<file path="config.mk">
export PLATFORM = sky130hd
export DESIGN_NAME = pcmdmx_gain_lane
export DESIGN_NICKNAME = d
export VERILOG_FILES = /design/src/rtl/pcm_channel_downmix_gain_macros.svh /design/src/rtl/pcmdmx_pkg.sv /design/src/rtl/pcmdmx_gain_lane.sv
export SDC_FILE = /design/constraint.sdc
export NUM_CORES = 1
export LEC_CHECK = 0
export ABC_AREA = 0
export BUFFER_PORTS_ARGS = -buffer_cell sky130_fd_sc_hd__buf_2
export CAP_MARGIN = 0
export CORE_ASPECT_RATIO = 0.75
export CORE_UTILIZATION = 40
export DETAILED_ROUTE_END_ITERATION = 10
export SYNTH_ARGS = -nofsm -noshare
export SYNTH_HDL_FRONTEND = slang
export SYNTH_SLANG_ARGS = --single-unit
</file>
<file path="constraint.sdc">
create_clock -name clk_i -period 13.8 [get_ports clk_i]
set_input_delay 1.38 -clock clk_i [delete_from_list [all_inputs] [get_ports clk_i]]
set_output_delay 1.38 -clock clk_i [all_outputs]
set_load 0.1 [all_outputs]
</file>
<file path="src/rtl/pcm_channel_downmix_gain_macros.svh">
// Assertion macros shared by the downmix RTL.
// Needs clk_i and rst_ni in the scope of the module that uses them.
`ifndef PCM_CHANNEL_DOWNMIX_GAIN_MACROS_SVH
`define PCM_CHANNEL_DOWNMIX_GAIN_MACROS_SVH

// a implies b on the same clock edge
`define PCMDMX_ASSERT_IMP(lbl, a, b) \
  lbl: assert property (@(posedge clk_i) disable iff (!rst_ni) (a) |-> (b)) \
    else $error("implication check failed");

// a implies b on the following clock edge
`define PCMDMX_ASSERT_NXT(lbl, a, b) \
  lbl: assert property (@(posedge clk_i) disable iff (!rst_ni) (a) |=> (b)) \
    else $error("next-cycle check failed");

`endif

</file>
<file path="src/rtl/pcmdmx_pkg.sv">
// Package for the PCM downmix block: payload types, codes, weights and the
// Q12 truncate-and-saturate helper. No dependencies.
package pcmdmx_pkg;

  localparam int SAMPLE_W = 16;
  localparam int WIDE_W   = 33;  // mix accumulator and gain product
  localparam int GAIN_W   = 16;
  localparam int CFG_IDX_W = 2;
  localparam int NUM_CH   = 6;
  localparam int Q12_SHIFT    = 12;
  localparam int CENTER_SHIFT = 11;  // weight 0.5 in Q12

  localparam logic signed [WIDE_W-1:0] W_REAR_LFE = 33'sd2867;  // 0.7 in Q12
  localparam logic signed [WIDE_W-1:0] Q12_BIAS   = 33'sd4095;
  localparam logic signed [WIDE_W-1:0] SAT_HI_W   = 33'sd32767;
  localparam logic signed [WIDE_W-1:0] SAT_LO_W   = -33'sd32768;
  localparam logic signed [SAMPLE_W-1:0] SAT_HI_16 = 16'sh7FFF;
  localparam logic signed [SAMPLE_W-1:0] SAT_LO_16 = 16'sh8000;

  localparam logic [GAIN_W-1:0] UNITY_GAIN = 16'd4096;

  localparam logic [2:0] CNT_MONO     = 3'd1;
  localparam logic [2:0] CNT_STEREO   = 3'd2;
  localparam logic [2:0] CNT_SURROUND = 3'd6;

  localparam logic [1:0] MODE_PASS  = 2'd0;
  localparam logic [1:0] MODE_LEFT  = 2'd1;
  localparam logic [1:0] MODE_RIGHT = 2'd2;

  localparam logic [CFG_IDX_W-1:0] CFG_SURROUND  = 2'd0;
  localparam logic [CFG_IDX_W-1:0] CFG_STEREO    = 2'd1;
  localparam logic [CFG_IDX_W-1:0] CFG_NORM_ON   = 2'd2;
  localparam logic [CFG_IDX_W-1:0] CFG_NORM_GAIN = 2'd3;

  typedef struct packed {
    logic [2:0]                 channel_count;
    logic signed [SAMPLE_W-1:0] in_ch0;
    logic signed [SAMPLE_W-1:0] in_ch1;
    logic signed [SAMPLE_W-1:0] in_ch2;
    logic signed [SAMPLE_W-1:0] in_ch3;
    logic signed [SAMPLE_W-1:0] in_ch4;
    logic signed [SAMPLE_W-1:0] in_ch5;
    logic                       frame_last;
  } pcmdmx_in_t;

  typedef struct packed {
    logic [2:0]                 out_count;
    logic signed [SAMPLE_W-1:0] out_ch0;
    logic signed [SAMPLE_W-1:0] out_ch1;
    logic signed [SAMPLE_W-1:0] out_ch2;
    logic signed [SAMPLE_W-1:0] out_ch3;
    logic signed [SAMPLE_W-1:0] out_ch4;
    logic signed [SAMPLE_W-1:0] out_ch5;
    logic                       out_last;
  } pcmdmx_out_t;

  // stage enables handed to each gain lane
  typedef struct packed {
    logic sel_en;
    logic mul_en;
  } pcmdmx_lane_en_t;

  // divide by 4096 toward zero, then clamp to 16 bits
  function automatic logic signed [SAMPLE_W-1:0] q12_trunc_sat(
    input logic signed [WIDE_W-1:0] v
  );
    logic signed [WIDE_W-1:0] bias;
    logic signed [WIDE_W-1:0] t;
    bias = v[WIDE_W-1] ? Q12_BIAS : '0;
    t    = (v + bias) >>> Q12_SHIFT;
    if (t > SAT_HI_W) begin
      return SAT_HI_16;
    end else if (t < SAT_LO_W) begin
      return SAT_LO_16;
    end
    return t[SAMPLE_W-1:0];
  endfunction

endpackage

</file>
<file path="src/rtl/pcmdmx_gain_lane.sv">
// One output channel: picks mix or routed sample, applies Q4.12 gain,
// truncates and saturates. Depends on pcmdmx_pkg.
module pcmdmx_gain_lane
  import pcmdmx_pkg::*;
(
  input  logic                       clk_i,
  input  pcmdmx_lane_en_t            en_i,
  input  logic signed [SAMPLE_W-1:0] raw_i,
  input  logic signed [WIDE_W-1:0]   acc_i,
  input  logic                       use_acc_i,
  input  logic [GAIN_W-1:0]          gain_i,
  output logic signed [SAMPLE_W-1:0] y_o
);

  logic signed [SAMPLE_W-1:0] x_d;
  logic signed [SAMPLE_W-1:0] x_q;
  logic signed [GAIN_W:0]     g_s;
  logic signed [WIDE_W-1:0]   prod_d;
  logic signed [WIDE_W-1:0]   prod_q;

  always_comb begin
    x_d    = use_acc_i ? q12_trunc_sat(acc_i) : raw_i;
    g_s    = {1'b0, gain_i};
    prod_d = WIDE_W'(x_q) * WIDE_W'(g_s);
  end

  always_ff @(posedge clk_i) begin
    if (en_i.sel_en) begin
      x_q <= x_d;
    end
    if (en_i.mul_en) begin
      prod_q <= prod_d;
    end
  end

  assign y_o = q12_trunc_sat(prod_q);

endmodule

</file>
After elaboration in Yosys (flattened, before gate mapping)
Index checks and enable logic that the tools add are counted.
{"block": "classes", "add_sub_neg": 2, "n_lt_le_gt_ge": 4, "multipliers": 1, "mux": 13}
{"operator": "$mux 16", "n": 7}
{"operator": "$add 33x13->33", "n": 2}
{"operator": "$gt 21x16->1 const B", "n": 2}
{"operator": "$lt 21x16->1 const B", "n": 2}
{"operator": "$mul 16x17->33", "n": 1}
{"operator": "$mux 12", "n": 2}
{"operator": "$mux 1", "n": 4}
{"block": "totals", "output_inout_bits": 16, "ff_bits": 49, "input_bits": 69, "elab_cells": 22}

Depth between registers and ports, before layout
Gate-level depths: netlist of the first run.
{"block": "depth", "depth_word": 7, "mapped_depth": 22, "mapped_depth_nobuf": 21}

Worst setup path before layout of the first run
OpenSTA, ideal clock, no wires.
{"block": "synth_path", "kind": "input -> register", "from": "input port gain_i[9]", "to": "register prod_q[27], data pin", "setup_ns": 0.195, "path_slack_ns": 6.740, "arrival_ns": 6.865, "path_stages": 20, "t_required_ns": 13.605, "path_buffers": 1, "cell_sequence": "clkbuf_1 -> nand2_1 -> fa_1 -> fa_1 -> fa_1 -> inv_1 -> fa_1 -> fa_1 -> inv_1 -> fa_1 -> inv_1 -> ha_1 -> a21o_1 -> a21o_1 -> a21oi_1 -> o22ai_1 -> o311a_1 -> o21ai_1 -> or4b_1 -> o311ai_0"}
{"block": "synth_between", "elab_chain_len": 1}
{"item": "from (decl)", "line_no": "pcmdmx_gain_lane.sv:11", "source": "input logic [GAIN_W-1:0] gain_i,"}
{"item": "$mul 16x17->33", "line_no": "pcmdmx_gain_lane.sv:24", "source": "prod_d = WIDE_W'(x_q) * WIDE_W'(g_s);"}
{"item": "via prod_d[27]", "line_no": "pcmdmx_gain_lane.sv:18", "source": "logic signed [WIDE_W-1:0] prod_d;"}
{"item": "to (signal assigned)", "line_no": "pcmdmx_gain_lane.sv:32", "source": "prod_q <= prod_d;"}
{"item": "to (decl)", "line_no": "pcmdmx_gain_lane.sv:19", "source": "logic signed [WIDE_W-1:0] prod_q;"}
The timed path passes the listed nets, and every way through them passes these cells.
A chain may end at the register's enable or synchronous reset.

Worst setup path after layout of the first run
{"block": "layout_path", "from": "input port gain_i[8]", "to": "register prod_q[27], data pin"}
The elaborated chain is that of the path after synthesis.

==> impl_metrics.json, run 1 <==
{
  "status": "completed",
  "top_layer": "met4",
  "synth.avg_cell_area_um2": 9.206,
  "maxSlewHeadroom": 0.3500,
  "syn-num-nets": 1696,
  "tightest_slew_ps": 969.1,
  "fin_worst_skew_ps": 8.661,
  "dp.cells": 1724,
  "cts_made_buffers": 5,
  "rr_startpoint": "x_q[4]",
  "synth_mux_area_frac": 0,
  "hold_viol": 0,
  "wl_met1_um": 12230,
  "final_area_mm2": 0.01273,
  "worstHoldStart": "x_q[0]",
  "final_common_cell": "inv_1",
  "crit_start": "gain_i[8]",
  "ys_types": 63,
  "ctsResizeCount": 0,
  "dr.first_iter.drc_count": 355,
  "chipWidth_um": 200.9,
  "io_pins": 85,
  "clk_pin_slew_worst_paths_ps": 70,
  "synth-edff-count": 49,
  "ys_warn_count": 0,
  "synth_xor_area_frac": 0.04281,
  "start_kind": "input port",
  "ys_ff_latch": 49,
  "timing.rr.end": "prod_q[27]",
  "port_buffers": 84,
  "finalWeightedCongestion": 0.8096,
  "r2r_cells": 20,
  "synth_top_family_by_area": "adder cells",
  "setup_viol": 0,
  "gr-total-overflow": 0,
  "cts.hold.buffers_added": 0,
  "grt_setup_unrepaired": "false",
  "cts_tree": "built",
  "hold_path_end": "prod_q[0]",
  "ys_seq_area_frac": 0.1240,
  "clk_latency_ps": 310,
  "whs_path_depth": 1,
  "cts.sinks": 49,
  "drv_cap": 0,
  "post_synth_instance_area_mm2": 0.01187,
  "std_cell_rows": 54,
  "yosysTopAreaCell": "fa_1",
  "yosys.area_share.adder": 0.4791,
  "clock_path_buffers": 2,
  "antenna_cells": 0,
  "ant_nets": 0,
  "synth_top_area_share": 0.3273,
  "synth_ff_type": "edfxtp_1",
  "fin_tns_setup_ps": 0,
  "yosys.area_share.simple": 0.1674,
  "die_h_um": 151.2,
  "drive_gt1_frac": 0.08582,
  "htree_num_levels": 2,
  "layout.nets": 1746,
  "routedWlPerCell_um": 15.37,
  "fmax_mhz": 138.5,
  "viasPerCell": 5.036,
  "regToRegSetupSlack_ps": 7050,
  "placedInstanceArea_mm2": 0.01258,
  "synth_compound_area_frac": 0.08551,
  "hp-class": "reg -> reg",
  "final_cell_mix": "inv_1 (268), fa_1 (194), nand2_1 (151), ha_1 (144), and2_1 (120)",
  "area_growth_pct": 7.254,
  "grt_max_degree": 34,
  "crit_path_end_kind": "flop",
  "antenna_found_initial": 0,
  "fin_crit_ps": 7223,
  "finalWirelength_um": 26630,
  "synth_cells": 1289,
  "arrival_ps": 7340,
  "grt_pass1_wl_um": 44400,
  "ys_async_sr_fraction": 0,
  "core_mm2": 0.02912,
  "wl_met2_um": 12400,
  "gr-usage-all-layers": 0.1861,
  "timing.final.max_slew_violations": 0,
  "finalNonFillerCells": 1732,
  "finalCritPeriodShare": 0.5234,
  "met3WireLength_um": 1504,
  "grt_pass1_vias": 8909,
  "postCtsSetupBuffers": 0,
  "drt-pass1-iter-count": 5,
  "drcViolationCount": 0,
  "synth.area.top_cells": "fa_1 (33%), ha_1 (15%), edfxtp_1 (12%)",
  "root_buffer": "clkbuf_16",
  "worstPathRequired_ps": 13920,
  "dpl.hpwl_um": 21890,
  "initial_core_util": 0.4075,
  "nFillCells": 2857,
  "path_class": "in -> reg",
  "design.die.area_mm2": 0.03037,
  "worst-path-max-fanout": 16,
  "vias": 8722
}
critical path: stages:
cell	delay [ps]
buf_2	220
and2_1	210
fa_1	530
inv_1	50
fa_1	490
fa_1	520
inv_1	50
fa_1	460
fa_1	540
inv_1	50
fa_1	530
inv_1	40
ha_1	360
a21o_1	210
a21o_1	170
a21oi_1	230
o22ai_1	170
o311a_1	400
o21ai_1	170
or4b_1	440
o311ai_0	100
cell usage after synthesis, drive strengths merged, types with 2 or more instances:
library cell / number
o22a: 17
edfxtp: 49
buf: 7
o21ai: 31
and2: 120
nand3b: 2
o31ai: 4
nand3: 15
or2: 2
inv: 268
ha: 144
a21o: 12
or4: 2
nor2: 44
and4: 6
a211o: 2
nand4: 12
a21oi: 39
o211ai: 6
a41oi: 2
nand2: 151
a31oi: 6
nor4: 3
xnor2: 31
xor2: 27
a211oi: 6
nand2b: 8
o21bai: 6
and3: 13
fa: 194
o311a: 2
nor3: 9
o22ai: 3
o311ai: 2
clkbuf: 34
registers in the layout (all words and copies together) (netlist names):
| signal | cells |
|---|---|
| x_q | 16 |
| prod_q | 33 |
metrics by stage:
step	hold WS (ps)	setup slack, ps	util
6_report	1134	6577	0.4371
5_1_grt	1155	6320	0.4371
4_1_cts	1118	6611	0.4371
3_5_place_dp	1106	6280	0.4321
3_3_place_gp	1136	6332	0.4321
2_1_floorplan	601.3	6740	-
routing by layer:
| metal | up-vias | global-route usage |
|---|---|---|
| met3 | 26 | 0.03227 |
| met1 | 4312 | 0.2519 |
| met2 | 212 | 0.3100 |
| li1 | 4172 | - |
| met4 | 0 | 0.04656 |
| met5 | - | 0 |
cell type report:
type	count	area [um^2]	area share
inverter	268	1006	0.07904
sequential	49	1471	0.1156
tap	392	490.5	0.03854
multi-input combinational	931	9195	0.7225
clock buffer	6	128.9	0.01013
timing repair buffer	84	420.4	0.03303
clock inverter	2	15.01	0.001180
cell families after synthesis:
kind of cell    Yosys count
simple gates            391
fa+ha+maj               338
buf+inv                 309
compound gates          144
xor+xnor                 58
flops                    49
worst max-delay path by stage:
stage	endpoint	slack, ps	cells after the start
after floorplan	prod_q[27]	6740	20
after global placement	prod_q[27]	6330	21
after detailed placement	prod_q[27]	6280	21
after CTS	prod_q[27]	6610	21
after global routing	prod_q[27]	6320	21
final	prod_q[27]	6580	21
Power of run 1 is left out: the tool's default activity adds up to more than one toggle a clock period on the data nets, which glitch-free logic cannot reach.
==> run 2, diff against run 1 <==
==> constraint.sdc (replaced) <==
create_clock -name clk_i -period 6.7 [get_ports clk_i]
set_input_delay 0.67 -clock clk_i [delete_from_list [all_inputs] [get_ports clk_i]]
set_output_delay 0.67 -clock clk_i [all_outputs]
set_load 0.1 [all_outputs]
==> run 2 against run 1 <==
Cell count up 2.1%. Critical path depth unchanged. Via count up 1.9%. Die area unchanged. Worst setup slack worse by 6200 ps. Critical endpoint unchanged. Highest routed layer unchanged. Utilization up 1.1 points. Register-to-register slack worse by 6700 ps. Hold slack worse by 460 ps. Global-route usage up 0.39 points. Clock skew down 0.92 ps.
==> impl_metrics.json, run 2 (synthesis gave the netlist of run 1 again) <==
{
  "vias": 8885,
  "worstPathRequired_ps": 6810,
  "reg_top3": "prod_q: 33 flops, x_q: 16 flops",
  "ant_nets": 0,
  "antenna_found_initial": 0,
  "fin_tns_setup_ps": 0,
  "largest_register_ffs": 33,
  "fin_worst_skew_ps": 7.737,
  "crit_path_end_kind": "flop",
  "cts_tree": "built",
  "maxSlewHeadroom": 0.3727,
  "worst-path-max-fanout": 6,
  "finalCritPeriodShare": 0.9473,
  "grt_pass1_vias": 9060,
  "cp_slowest_cell": "edfxtp_1",
  "grt_setup_unrepaired": "false",
  "initial_core_util": 0.4075,
  "setup_viol": 0,
  "drt-pass1-iter-count": 5,
  "final_cell_mix": "inv_1 (268), fa_1 (194), nand2_1 (151), ha_1 (144), and2_1 (120)",
  "htree_num_levels": 2,
  "finalWirelength_um": 27250,
  "hp-class": "in -> reg",
  "dpl.hpwl_um": 23450,
  "crit_chain": "buf_4 > and2_1 > fa_1 > inv_1 > fa_1 > fa_1 > inv_1 > ha_1 > fa_1 > inv_1 > fa_1 > inv_1 > ha_1 > a21oi_1 > o211ai_1 > nand3_1 > o22ai_1 > o311a_1 > o21ai_1 > or4b_1 > o311ai_0",
  "antenna_cells": 0,
  "finalWeightedCongestion": 0.8474,
  "fmax_mhz": 157.6,
  "core_mm2": 0.02912,
  "cts.sinks": 49,
  "gr-usage-all-layers": 0.1900,
  "layout.nets": 1783,
  "whs_path_depth": 2,
  "clk_pin_slew_worst_paths_ps": 60,
  "clk_latency_ps": 310,
  "drive_gt1_frac": 0.1112,
  "port_buffers": 84,
  "slowest_delay_ps": 550,
  "io_pins": 85,
  "routedWlPerCell_um": 15.41,
  "arrival_ps": 6460,
  "std_cell_rows": 54,
  "cts_made_buffers": 5,
  "fin_crit_ps": 6347,
  "tightest_slew_ps": 935.3,
  "path_class": "reg -> reg",
  "grt_max_degree": 34,
  "hold_viol": 0,
  "status": "completed",
  "cpMostUsedCell": "fa_1",
  "final_common_cell": "inv_1",
  "clock_path_buffers": 2,
  "top_register": "prod_q",
  "gr-total-overflow": 0,
  "r2r_cells": 21,
  "dr.first_iter.drc_count": 423,
  "die_h_um": 151.2,
  "cts.hold.buffers_added": 0,
  "area_growth_pct": 9.869,
  "design.die.area_mm2": 0.03037,
  "chipWidth_um": 200.9,
  "drcViolationCount": 0,
  "viasPerCell": 5.025,
  "start_kind": "flop",
  "drv_cap": 0,
  "root_buffer": "clkbuf_16",
  "timing.final.max_slew_violations": 0,
  "grt_pass1_wl_um": 45480
}
run 2: cell count changes in the layout (fill, tap and decap cells not counted):
| cell | change |
|---|---|
| buf_4 | +36 |
| buf_12 | +1 |
| a21oi_2 | +1 |
| clkbuf_1 | -1 |
| a21oi_1 | -1 |
| bufinv_16 | +1 |
| clkinvlp_4 | -2 |
| clkinv_2 | +1 |
run 2: through the flow:
| step | setup slack [ps] | instance area (um^2) | util | hold WS, ps | instances |
|---|---|---|---|---|---|
| global route | 3.597 | 13040 | 0.4477 | 664.5 | 1768 |
| detailed placement | 56.35 | 12840 | 0.4411 | 974.3 | 1757 |
| CTS | 188.2 | 13000 | 0.4466 | 658.6 | 1764 |
| floorplan | 350.0 | 11870 | - | 601.3 | 1289 |
| finish | 353.2 | 13040 | 0.4477 | 672.0 | 1768 |
| global placement | 152.2 | 12840 | 0.4411 | 981.9 | 1757 |
run 2: worst paths after layout:
path / to / startpoint / slack [ps]
worst min-delay path: x_q[10] / raw_i[10] / 670
worst max register to register: prod_q[27] / x_q[6] / 350
worst min register to register: prod_q[0] / x_q[0] / 1080
worst max-delay path: prod_q[27] / x_q[6] / 350
run 2: timing repair:
action | 4_1_cts | 5_1_grt
resized for setup | 0 | 1
hold endpoints to repair | 0 | 0
setup endpoints to repair | 0 | 3
setup buffers | 0 | 4
run 2: cell type report:
| class | count | area [um^2] |
|---|---|---|
| clock buffer | 5 | 125.1 |
| clock inverter | 2 | 35.03 |
| fill | 2832 | 16080 |
| inverter | 268 | 1006 |
| multi-input combinational | 931 | 9199 |
| sequential | 49 | 1471 |
| tap | 392 | 490.5 |
| timing repair buffer | 121 | 710.7 |
run 2: worst max-delay path: cells and delay by family, from the launching register on:
family,cells,cell delay (ps)
AOI/OAI and AO/OA,6,1130
adders and majority gates,7,3230
buffers and inverters,5,430
DFF,1,550
and+or+nand+nor,3,810
run 2: routing by layer:
metal / GRT usage / wire [um] / share of wire
met4: 0.03550 / 336 / 0.012
met1: 0.2617 / 12630 / 0.46
met2: 0.3159 / 12740 / 0.47
met3: 0.03313 / 1545 / 0.057
met5: 0 / 0 / 0
Power of run 2 is left out for the same reason.
