### src/rtl/pcm_channel_downmix_gain_macros.svh
// Assertion macros shared by the downmix RTL.
// Needs clk_i and rst_ni in the scope of the module that uses them.
`ifndef PCM_CHANNEL_DOWNMIX_GAIN_MACROS_SVH
`define PCM_CHANNEL_DOWNMIX_GAIN_MACROS_SVH

// a implies b on the same clock edge
`define PCMDMX_ASSERT_IMP(lbl, a, b) \
  lbl: assert property (@(posedge clk_i) disable iff (!rst_ni) (a) |-> (b)) \
    else $error("implication check failed");

// a implies b on the following clock edge
`define PCMDMX_ASSERT_NXT(lbl, a, b) \
  lbl: assert property (@(posedge clk_i) disable iff (!rst_ni) (a) |=> (b)) \
    else $error("next-cycle check failed");

`endif

### src/rtl/pcmdmx_pkg.sv
// Package for the PCM downmix block: payload types, codes, weights and the
// Q12 truncate-and-saturate helper. No dependencies.
package pcmdmx_pkg;

  localparam int SAMPLE_W = 16;
  localparam int WIDE_W   = 33;  // mix accumulator and gain product
  localparam int GAIN_W   = 16;
  localparam int CFG_IDX_W = 2;
  localparam int NUM_CH   = 6;
  localparam int Q12_SHIFT    = 12;
  localparam int CENTER_SHIFT = 11;  // weight 0.5 in Q12

  localparam logic signed [WIDE_W-1:0] W_REAR_LFE = 33'sd2867;  // 0.7 in Q12
  localparam logic signed [WIDE_W-1:0] Q12_BIAS   = 33'sd4095;
  localparam logic signed [WIDE_W-1:0] SAT_HI_W   = 33'sd32767;
  localparam logic signed [WIDE_W-1:0] SAT_LO_W   = -33'sd32768;
  localparam logic signed [SAMPLE_W-1:0] SAT_HI_16 = 16'sh7FFF;
  localparam logic signed [SAMPLE_W-1:0] SAT_LO_16 = 16'sh8000;

  localparam logic [GAIN_W-1:0] UNITY_GAIN = 16'd4096;

  localparam logic [2:0] CNT_MONO     = 3'd1;
  localparam logic [2:0] CNT_STEREO   = 3'd2;
  localparam logic [2:0] CNT_SURROUND = 3'd6;

  localparam logic [1:0] MODE_PASS  = 2'd0;
  localparam logic [1:0] MODE_LEFT  = 2'd1;
  localparam logic [1:0] MODE_RIGHT = 2'd2;

  localparam logic [CFG_IDX_W-1:0] CFG_SURROUND  = 2'd0;
  localparam logic [CFG_IDX_W-1:0] CFG_STEREO    = 2'd1;
  localparam logic [CFG_IDX_W-1:0] CFG_NORM_ON   = 2'd2;
  localparam logic [CFG_IDX_W-1:0] CFG_NORM_GAIN = 2'd3;

  typedef struct packed {
    logic [2:0]                 channel_count;
    logic signed [SAMPLE_W-1:0] in_ch0;
    logic signed [SAMPLE_W-1:0] in_ch1;
    logic signed [SAMPLE_W-1:0] in_ch2;
    logic signed [SAMPLE_W-1:0] in_ch3;
    logic signed [SAMPLE_W-1:0] in_ch4;
    logic signed [SAMPLE_W-1:0] in_ch5;
    logic                       frame_last;
  } pcmdmx_in_t;

  typedef struct packed {
    logic [2:0]                 out_count;
    logic signed [SAMPLE_W-1:0] out_ch0;
    logic signed [SAMPLE_W-1:0] out_ch1;
    logic signed [SAMPLE_W-1:0] out_ch2;
    logic signed [SAMPLE_W-1:0] out_ch3;
    logic signed [SAMPLE_W-1:0] out_ch4;
    logic signed [SAMPLE_W-1:0] out_ch5;
    logic                       out_last;
  } pcmdmx_out_t;

  // stage enables handed to each gain lane
  typedef struct packed {
    logic sel_en;
    logic mul_en;
  } pcmdmx_lane_en_t;

  // divide by 4096 toward zero, then clamp to 16 bits
  function automatic logic signed [SAMPLE_W-1:0] q12_trunc_sat(
    input logic signed [WIDE_W-1:0] v
  );
    logic signed [WIDE_W-1:0] bias;
    logic signed [WIDE_W-1:0] t;
    bias = v[WIDE_W-1] ? Q12_BIAS : '0;
    t    = (v + bias) >>> Q12_SHIFT;
    if (t > SAT_HI_W) begin
      return SAT_HI_16;
    end else if (t < SAT_LO_W) begin
      return SAT_LO_16;
    end
    return t[SAMPLE_W-1:0];
  endfunction

endpackage

### src/rtl/pcmdmx_out_skid.sv
// Output register plus skid entry holding the merged lane results as one item.
// Depends on pcmdmx_pkg and the assertion macro header.
`include "pcm_channel_downmix_gain_macros.svh"

module pcmdmx_out_skid
  import pcmdmx_pkg::*;
(
  input  logic        clk_i,
  input  logic        rst_ni,
  input  logic        push_i,
  input  pcmdmx_out_t data_i,
  output logic        ready_o,
  output logic        out_valid_o,
  input  logic        out_stall_i,
  output pcmdmx_out_t out_data_o
);

  logic        out_v_q, out_v_d;
  logic        sk_v_q, sk_v_d;
  pcmdmx_out_t out_q, out_d;
  pcmdmx_out_t sk_q, sk_d;

  always_comb begin
    out_v_d = out_v_q;
    sk_v_d  = sk_v_q;
    out_d   = out_q;
    sk_d    = sk_q;
    if (!out_v_q || !out_stall_i) begin
      if (sk_v_q) begin
        out_v_d = 1'b1;
        out_d   = sk_q;
        sk_v_d  = 1'b0;
      end else begin
        out_v_d = push_i;
        out_d   = data_i;
      end
    end else if (push_i) begin
      sk_v_d = 1'b1;
      sk_d   = data_i;
    end
  end

  always_ff @(posedge clk_i or negedge rst_ni) begin
    if (!rst_ni) begin
      out_v_q <= 1'b0;
      sk_v_q  <= 1'b0;
    end else begin
      out_v_q <= out_v_d;
      sk_v_q  <= sk_v_d;
    end
  end

  always_ff @(posedge clk_i) begin
    out_q <= out_d;
    sk_q  <= sk_d;
  end

  assign ready_o     = !sk_v_q;
  assign out_valid_o = out_v_q;
  assign out_data_o  = out_q;

  `PCMDMX_ASSERT_IMP(a_skid_behind_out, sk_v_q, out_v_q)
  `PCMDMX_ASSERT_NXT(a_skid_keeps_item, sk_v_q && out_stall_i, sk_v_q)

endmodule
### config.mk
export PLATFORM = sky130hd
export DESIGN_NAME = pcmdmx_out_skid
export DESIGN_NICKNAME = d
export VERILOG_FILES = /design/src/rtl/pcmdmx_pkg.sv /design/src/rtl/pcmdmx_out_skid.sv
export VERILOG_INCLUDE_DIRS = /design/src /design/src/rtl
export SDC_FILE = /design/constraint.sdc
export NUM_CORES = 1
export LEC_CHECK = 0
export BUFFER_PORTS_ARGS = -buffer_cell sky130_fd_sc_hd__buf_4
export CAP_MARGIN = 20
export CORE_UTILIZATION = 45
export CTS_CLUSTER_SIZE = 40
export DETAILED_ROUTE_END_ITERATION = 7
export GPL_TIMING_DRIVEN = 0
export PLACE_DENSITY = 0.7
export SYNTH_ARGS = -nofsm -noshare
export SYNTH_HDL_FRONTEND = slang
export SYNTH_SLANG_ARGS = --single-unit
### constraint.sdc
create_clock -name clk_i -period 4 [get_ports clk_i]
set_clock_uncertainty 0.2 [all_clocks]
set_input_delay 1 -clock clk_i [delete_from_list [all_inputs] [get_ports clk_i]]
set_output_delay 1 -clock clk_i [all_outputs]
set_load 0.05 [all_outputs]
Word-level counts from Yosys, hierarchy flattened

Cells that the tools add are included.
Widths: inputs -> output; s select.

Register bits: 202
Latch bits: 0
RAM bits: 0
ROM bits: 0
Bits of input ports: 104
Output and inout bits: 102
Word-level logic and storage cells: 29
Memories: 0

Add/subtract/negate cells: 0
$mul: 0
Divide/modulo/power cells: 0
Magnitude comparators: 0
Eq/ne operators: 0
Shifts and indexed selects: 0
Muxes and demuxes: 4
Bitwise operators: 1
Reduce and logical (&&, ||, !) cells: 6

Operator list:

| operator          | count |
|---|---|
| $mux 100          | 1 |
| $logic_not 1->1   | 3 |
| $mux 1            | 3 |
| $reduce_and 2->1  | 1 |
| $reduce_bool 2->1 | 1 |
| $logic_or 1x1->1  | 1 |
| $not 1->1         | 1 |

Depth between registers and ports, before layout

Gate-level depths: netlist of the first run.

Depth in word-level cells: 4
Gate-level depth with buffers: 3
Mapped depth without buffers: 1

Worst setup path after synthesis of the first run

OpenSTA, ideal clock, no wires.

Kind: input-to-reg
Start: input push_i
End: register sk_q[0] in the netlist's numbering, enable pin
Library setup time: 0.471 ns
Arrival: 3.369 ns
Data required time: 3.329 ns
Setup slack: -0.040 ns
Stages: 1
Buffers on the path: 0
Path through: and3_1

Word-level cells in the longest chain between the ends: 1

Ends and longest elaborated chain:

| item                              | RTL line              | source |
|---|---|---|
| from (decl)                       | pcmdmx_out_skid.sv:10 | `input logic push_i,` |
| $reduce_and 2->1 (no source line) | --                    |  |
| to (signal assigned)              | pcmdmx_out_skid.sv:55 | `sk_q <= sk_d;` |
| to (decl)                         | pcmdmx_out_skid.sv:21 | `pcmdmx_out_t sk_q, sk_d;` |

Every way passes these cells.
A chain may end at the register's enable or synchronous reset.

Final worst setup path of the first run

Start: register sk_v_q
End: output ready_o

Word-level cells in the longest chain between the ends: 1

Ends and longest elaborated chain:

| item                   | RTL line              | source |
|---|---|---|
| from (decl)            | pcmdmx_out_skid.sv:19 | `logic sk_v_q, sk_v_d;` |
| from (signal assigned) | pcmdmx_out_skid.sv:49 | `sk_v_q <= sk_v_d;` |
| $logic_not 1->1        | pcmdmx_out_skid.sv:58 | `assign ready_o = !sk_v_q;` |
| to (decl)              | pcmdmx_out_skid.sv:12 | `output logic ready_o,` |

Every way passes these cells.

==> run metrics, run 1 <==
worst slew pin tran between 600 and 700 ps; wire length of the first global-routing pass 20900 um; most frequent cell on the critical path sky130_fd_sc_hd__buf_4; CTS tree done; IO Pins roughly 210; most common library cell in the layout ignoring fill and taps sky130_fd_sc_hd__buf_4; fraction of layout cells with a size suffix above 1 63.0%; Tightest Hold Check Type in -> async; placement-stage cell area 9190 um^2; portion of the post-synthesis area used by sequential elements 82.8%; area grow syn2layout 36.4%; critical path arrival 1610 ps; leading cell types in the layout, fill and taps excluded sky130_fd_sc_hd__buf_4, sky130_fd_sc_hd__edfxtp_1, sky130_fd_sc_hd__mux2_2; maximum number of pins on one net before global-route repair 58; utilization after layout 62.8%; router iterations before antenna repair 4; number of max-slew violations in the final report 0; post-CTS setup-driven buffer insertion count 0; part of the power in the clock network 39.0%; overall overflow remaining after global route 0; synthesized flop and latch total around 200; Synth Instances 318; delay of the slowest cell on the worst path 400 ps; summed area of non-filler cells in the final layout around 10000 um^2; internal reg-to-reg setup slack approximately 2000 ps; weighted congestion at the end of routability-driven global placement 0.673; net count of the mapped netlist 422; average instance area after synthesis 23.0 um^2; Hold Vio Cnt, Final 0; distinct cell type count of the synthesized netlist 11; buffers and inverters on the worst path 4; n_diodes 0; number of port buffers 205; detailed-route DRC error count 0; combinational cell fraction of total power between 10 and 15%; number of antenna violations at the first check in global routing 0; clock period minus worst slack ~2800 ps; maximum fanout count along the critical path 10; critical-path cell with the highest stage delay sky130_fd_sc_hd__dfrtp_1; depth of the CTS H-tree 1; Reg power frac 46.2%; clk_lat worst skew 490 ps; total power after layout 5.53 mW; clock-pin slew of the registers on the worst-case setup and hold paths 60 ps; routed length per placed instance 18.0 um; switching power 1.36 mW; Synth warnings 0; area of the placeable core roughly 16000 um^2; global routing usage summed across all routing layers 16.4%; half-perimeter wire length of the detailed placement result approximately 9300 um; setup violation total in the final timing report 0; worst path setup slack after routing ~1200 ps; aggregate routed wire length 14000 um; RSZ-0062 raised after global routing no; Clock Sink Count ~200; initial core utilization 46.1%; type of element launching the critical path flip-flop; antenna viol nets, final 0; TritonCTS Buffers 22; die outline height 130 um; count of hold buffers inserted by post-cts repair 0; Power Density 554 nW/um^2; die footprint 16800 um^2; cell-by-cell trace of the critical path buf_4 -> buf_6 -> inv_1 -> buf_4; outcome completed; total vias in the final route 3795; maxcap violations 0; die width 130 um; vias in the first global route 4084; setup slack at placement ~1300 ps; Net Sw Frac 24.5%; area of the mapped netlist 7320 um^2; data required time at the worst endpoint 2800 ps; endpoint kind of the worst setup timing path output port; number of violations reported at the end of detailed-routing iteration 0 between 100 and 150; maximum resistive drop on vdd 0.384 mV; Slew headroom 54.9%; Rows 46; delay-heaviest family, CP buffers and inverters; master cell of the clock root buffer sky130_fd_sc_hd__clkbuf_16; post-CTS sizing 0; leak pwr 3.81 nW; Crit Path Class reg -> out; highest clock frequency the design can meet 356 MHz; crit share post-route 70.2%; via count normalized by instance count 4.86; number of nets at the end of the flow 653; cell-internal power 4.17 mW; clock buffer depth 3
## sequential cells by signal (all words and copies together) (netlist names)
name         flops
out_valid_o      1
sk_v_q           1
sk_q           100
out_data_o     100
## layer usage
layer,vias up,GRT usage (%),part of all wire [%],wire [um]
met5,-,0,0,0
met4,0,4.79,1.8,257
met3,20,5.53,8.0,1120
met2,137,28.2,49,6920
met1,1887,19.5,41,5750
li1,1751,-,-,-
## per-stage QoR
step	instances	TNS, ps	hold slack [ps]
after detailed placement	741	0	333
final	781	0	90.4
after floorplan	318	0	323
after CTS	781	0	65.9
after global placement	739	-106220	328
after global routing	781	0	59.6
## Yosys cell counts
| cell | number | share of area [%] |
|---|---|---|
| sky130_fd_sc_hd__dfrtp_1 | 2 | 0.68 |
| sky130_fd_sc_hd__edfxtp_1 | 200 | 82 |
| sky130_fd_sc_hd__a211o_1 | 1 | 0.12 |
| sky130_fd_sc_hd__o211a_1 | 1 | 0.14 |
| sky130_fd_sc_hd__mux2_2 | 100 | 15 |
| sky130_fd_sc_hd__buf_6 | 7 | 1.1 |
| sky130_fd_sc_hd__buf_2 | 3 | 0.21 |
| sky130_fd_sc_hd__inv_1 | 1 | 0.051 |
| sky130_fd_sc_hd__nand2_1 | 1 | 0.051 |
| sky130_fd_sc_hd__and3_1 | 1 | 0.086 |
| sky130_fd_sc_hd__buf_4 | 1 | 0.10 |
## power by group through the flow
stage / sequential, mW / clock (mW) / combinational, mW
3_3_place_gp: 2.60 / 0 / 0.804
6_report: 2.55 / 2.15 / 0.822
4_1_cts: 2.55 / 2.20 / 0.832
5_1_grt: 2.56 / 2.28 / 0.860
3_5_place_dp: 2.60 / 0 / 0.830
2_1_floorplan: 2.95 / 0 / 0.175
## logic make-up (layout without fill, tap and decap cells)
kind of cell,count (synthesis),after routing,synth area share (%)
flip-flops,202,202,82.8
multiplexers,100,100,15.4
buffers and inverters,12,259,1.44
AO/OA/AOI/OAI,2,2,0.257
AND/OR/NAND/NOR,2,2,0.137
## worst paths after layout
check	from	end	depth (start not counted)
min	rst_ni	sk_v_q$_DFFE_PN0P_	1
max reg2reg	out_valid_o$_DFFE_PN0P_	sk_q[8]$_DFFE_PP_	2
min reg2reg	sk_q[39]$_DFFE_PP_	out_data_o[39]$_DFFE_PP_	1
min in group clk_i	sk_q[39]$_DFFE_PP_	out_data_o[39]$_DFFE_PP_	1
max	sk_v_q$_DFFE_PN0P_	ready_o	4
max in group asynchronous	rst_ni	out_valid_o$_DFFE_PN0P_	1
## final cells by class
cell class              instances  area (um^2)
plain buffers                  11          101
clock buffers                  24          579
clock inverters                16          205
fillers                      1171         5910
inverters                       1         3.75
multi-input cells             104         1170
flip-flops and latches        202         6060
well taps                     216          270
repair buffers                207         1590
(Power assumes the default switching activity.)
==> run 2, diff against run 1 <==
- PLACE_DENSITY: 0.7 -> 0.73
- clock period: 4 -> 2.4 ns (I/O delays scaled with it)
==> run 2 against run 1 <==
Effect of this change:
- non-clock buffer count grew 1
- sequential share of layout area grew 1.2 points
- register-to-register slack lost 1600 ps
- via count shrank 1.4%
- utilization shrank 1.3 points
- highest routed layer unchanged
- worst hold slack gained 14 ps
- first-iteration DRC count grew 57%
- power grew 52%
- die area is the same
==> run metrics, run 2 (synthesized netlist as in run 1, its figures left out) <==
outcome completed; summed area of non-filler cells in the final layout 9780 um^2 (-2.0%); grt met3 use 5.24% (-0.29 points); clock-pin slew of the registers on the worst-case setup and hold paths 60 ps (about the same); Hold Crit Depth 1; clock period minus worst slack 2290 ps; data required time at the worst endpoint 1600 ps (-1200 ps); placement-stage cell area 9190 um^2 (about the same); via count normalized by instance count 4.82 (-0.79%); overall overflow remaining after global route 0 (unchanged); area grow syn2layout 33.6%; highest clock frequency the design can meet 437 MHz; initial core utilization 46.1% (unchanged); internal reg-to-reg setup slack 350 ps (-1620 ps); Crit Path Class reg -> out; clk_lat worst skew 480 ps (about the same); master cell of the clock root buffer sky130_fd_sc_hd__clkbuf_16; most common library cell in the layout ignoring fill and taps sky130_fd_sc_hd__buf_4; global routing's busiest layer met2; number of max-slew violations in the final report 0 (unchanged); maximum fanout count along the critical path 10 (unchanged); Clock Sink Count 202 (unchanged); weighted congestion at the end of routability-driven global placement 0.728 (+8.1%); router iterations before antenna repair 4 (unchanged); RSZ-0062 raised after global routing no; total vias in the final route 3741 (-1.4%); depth of the CTS H-tree 1 (unchanged); Slew headroom 41.2% (-14 points); worst reg2reg path depth 2 (unchanged); maximum resistive drop on vdd 0.586 mV (+53%); IO Pins 206 (unchanged); clock buffer depth 3 (unchanged); fraction of layout cells with a size suffix above 1 61.4% (-1.6 points); number of nets at the end of the flow 653 (unchanged); met1 routing resource usage after global routing 19.1% (-0.38 points); number of antenna violations at the first check in global routing 0 (unchanged); Hold Vio Cnt, Final 0 (unchanged); worst slew pin tran 882 ps (+205 ps); leak pwr 3.71 nW (-2.8%); crit share post-route 95.4%; post-CTS setup-driven buffer insertion count 0 (unchanged); number of port buffers 205 (unchanged); maximum number of pins on one net before global-route repair 63 (+8.6%); type of element launching the critical path flip-flop; n_diodes 0 (unchanged); vias in the first global route 3900 (-4.5%); endpoint kind of the worst setup timing path output port; GR met2 Demand/Resource 26.7% (-1.5 points); TritonCTS Buffers 21 (-4.5%); Rows 46 (unchanged); critical path arrival 1490 ps (-120 ps); worst hold margin 105 ps (+14.4 ps); die width 130 um (unchanged); aggregate routed wire length 13800 um (-2.0%); die outline height 130 um (unchanged); half-perimeter wire length of the detailed placement result 9200 um (-1.1%); die footprint 16800 um^2 (unchanged); leading cell types in the layout, fill and taps excluded sky130_fd_sc_hd__buf_4, sky130_fd_sc_hd__edfxtp_1, sky130_fd_sc_hd__mux2_2; setup violation total in the final timing report 0 (unchanged); Tightest Hold Check Type in -> reg; maxcap violations 0 (unchanged); wire length of the first global-routing pass 20100 um (-4.1%); detailed-route DRC error count 0 (unchanged); antenna viol nets, final 0 (unchanged); area of the placeable core 15900 um^2 (unchanged); utilization after layout 61.5% (-1.3 points); routed length per placed instance 17.7 um (-1.4%); total power after layout 8.42 mW (+52%); Power Density 861 nW/um^2 (+55%); CTS tree done; number of violations reported at the end of detailed-routing iteration 0 212 (+57%); global routing usage summed across all routing layers 15.8% (-0.59 points)
run 2: layer usage:
layer	wire length, um	share of wire [%]
met1	5560	40
met2	6710	49
met3	1230	9.0
met4	263	1.9
met5	0	0
run 2: timing repair:
item	in CTS	in global routing
resized for setup	0	1
setup endpoints to repair	0	1
hold buffers	1	0
hold endpoints to repair	2	0
run 2: final timing paths:
kind / startpoint / endpoint
max: sk_v_q$_DFFE_PN0P_ / ready_o
min: data_i[92] / sk_q[92]$_DFFE_PP_
max reg2reg: out_valid_o$_DFFE_PN0P_ / sk_q[36]$_DFFE_PP_
min reg2reg: sk_q[98]$_DFFE_PP_ / out_data_o[98]$_DFFE_PP_
max in group asynchronous: rst_ni / out_valid_o$_DFFE_PN0P_
min in group asynchronous: rst_ni / sk_v_q$_DFFE_PN0P_
run 2: critical path, stage by stage (launching register included):
cell,delay (ps)
sky130_fd_sc_hd__dfrtp_1,400
sky130_fd_sc_hd__buf_6,210
sky130_fd_sc_hd__buf_6,170
sky130_fd_sc_hd__inv_1,40
sky130_fd_sc_hd__buf_4,180
run 2: area by class of cell:
type	count	area, um^2
Buffer	11	105
Clock buffer	27	548
Clock inverter	7	30.0
Fill cell	1183	6110
Inverter	1	3.75
Multi-Input combinational cell	104	1170
Sequential cell	202	6060
Tap cell	216	270
Timing Repair Buffer	208	1600
run 2: metrics by stage:
| step | setup TNS, ps | instances | setup WS [ps] |
|---|---|---|---|
| 2_1_floorplan | 0 | 318 | 153 |
| 3_3_place_gp | -7260 | 739 | -77.8 |
| 3_5_place_dp | 0 | 741 | 96.3 |
| 4_1_cts | 0 | 776 | 7.08 |
| 5_1_grt | 0 | 776 | 11.9 |
| 6_report | 0 | 776 | 110 |
run 2: report_power, final:
group          internal, mW  switching [mW]
sequential             4.19          0.0663
combinational         0.487           0.882
clock                  1.59            1.20
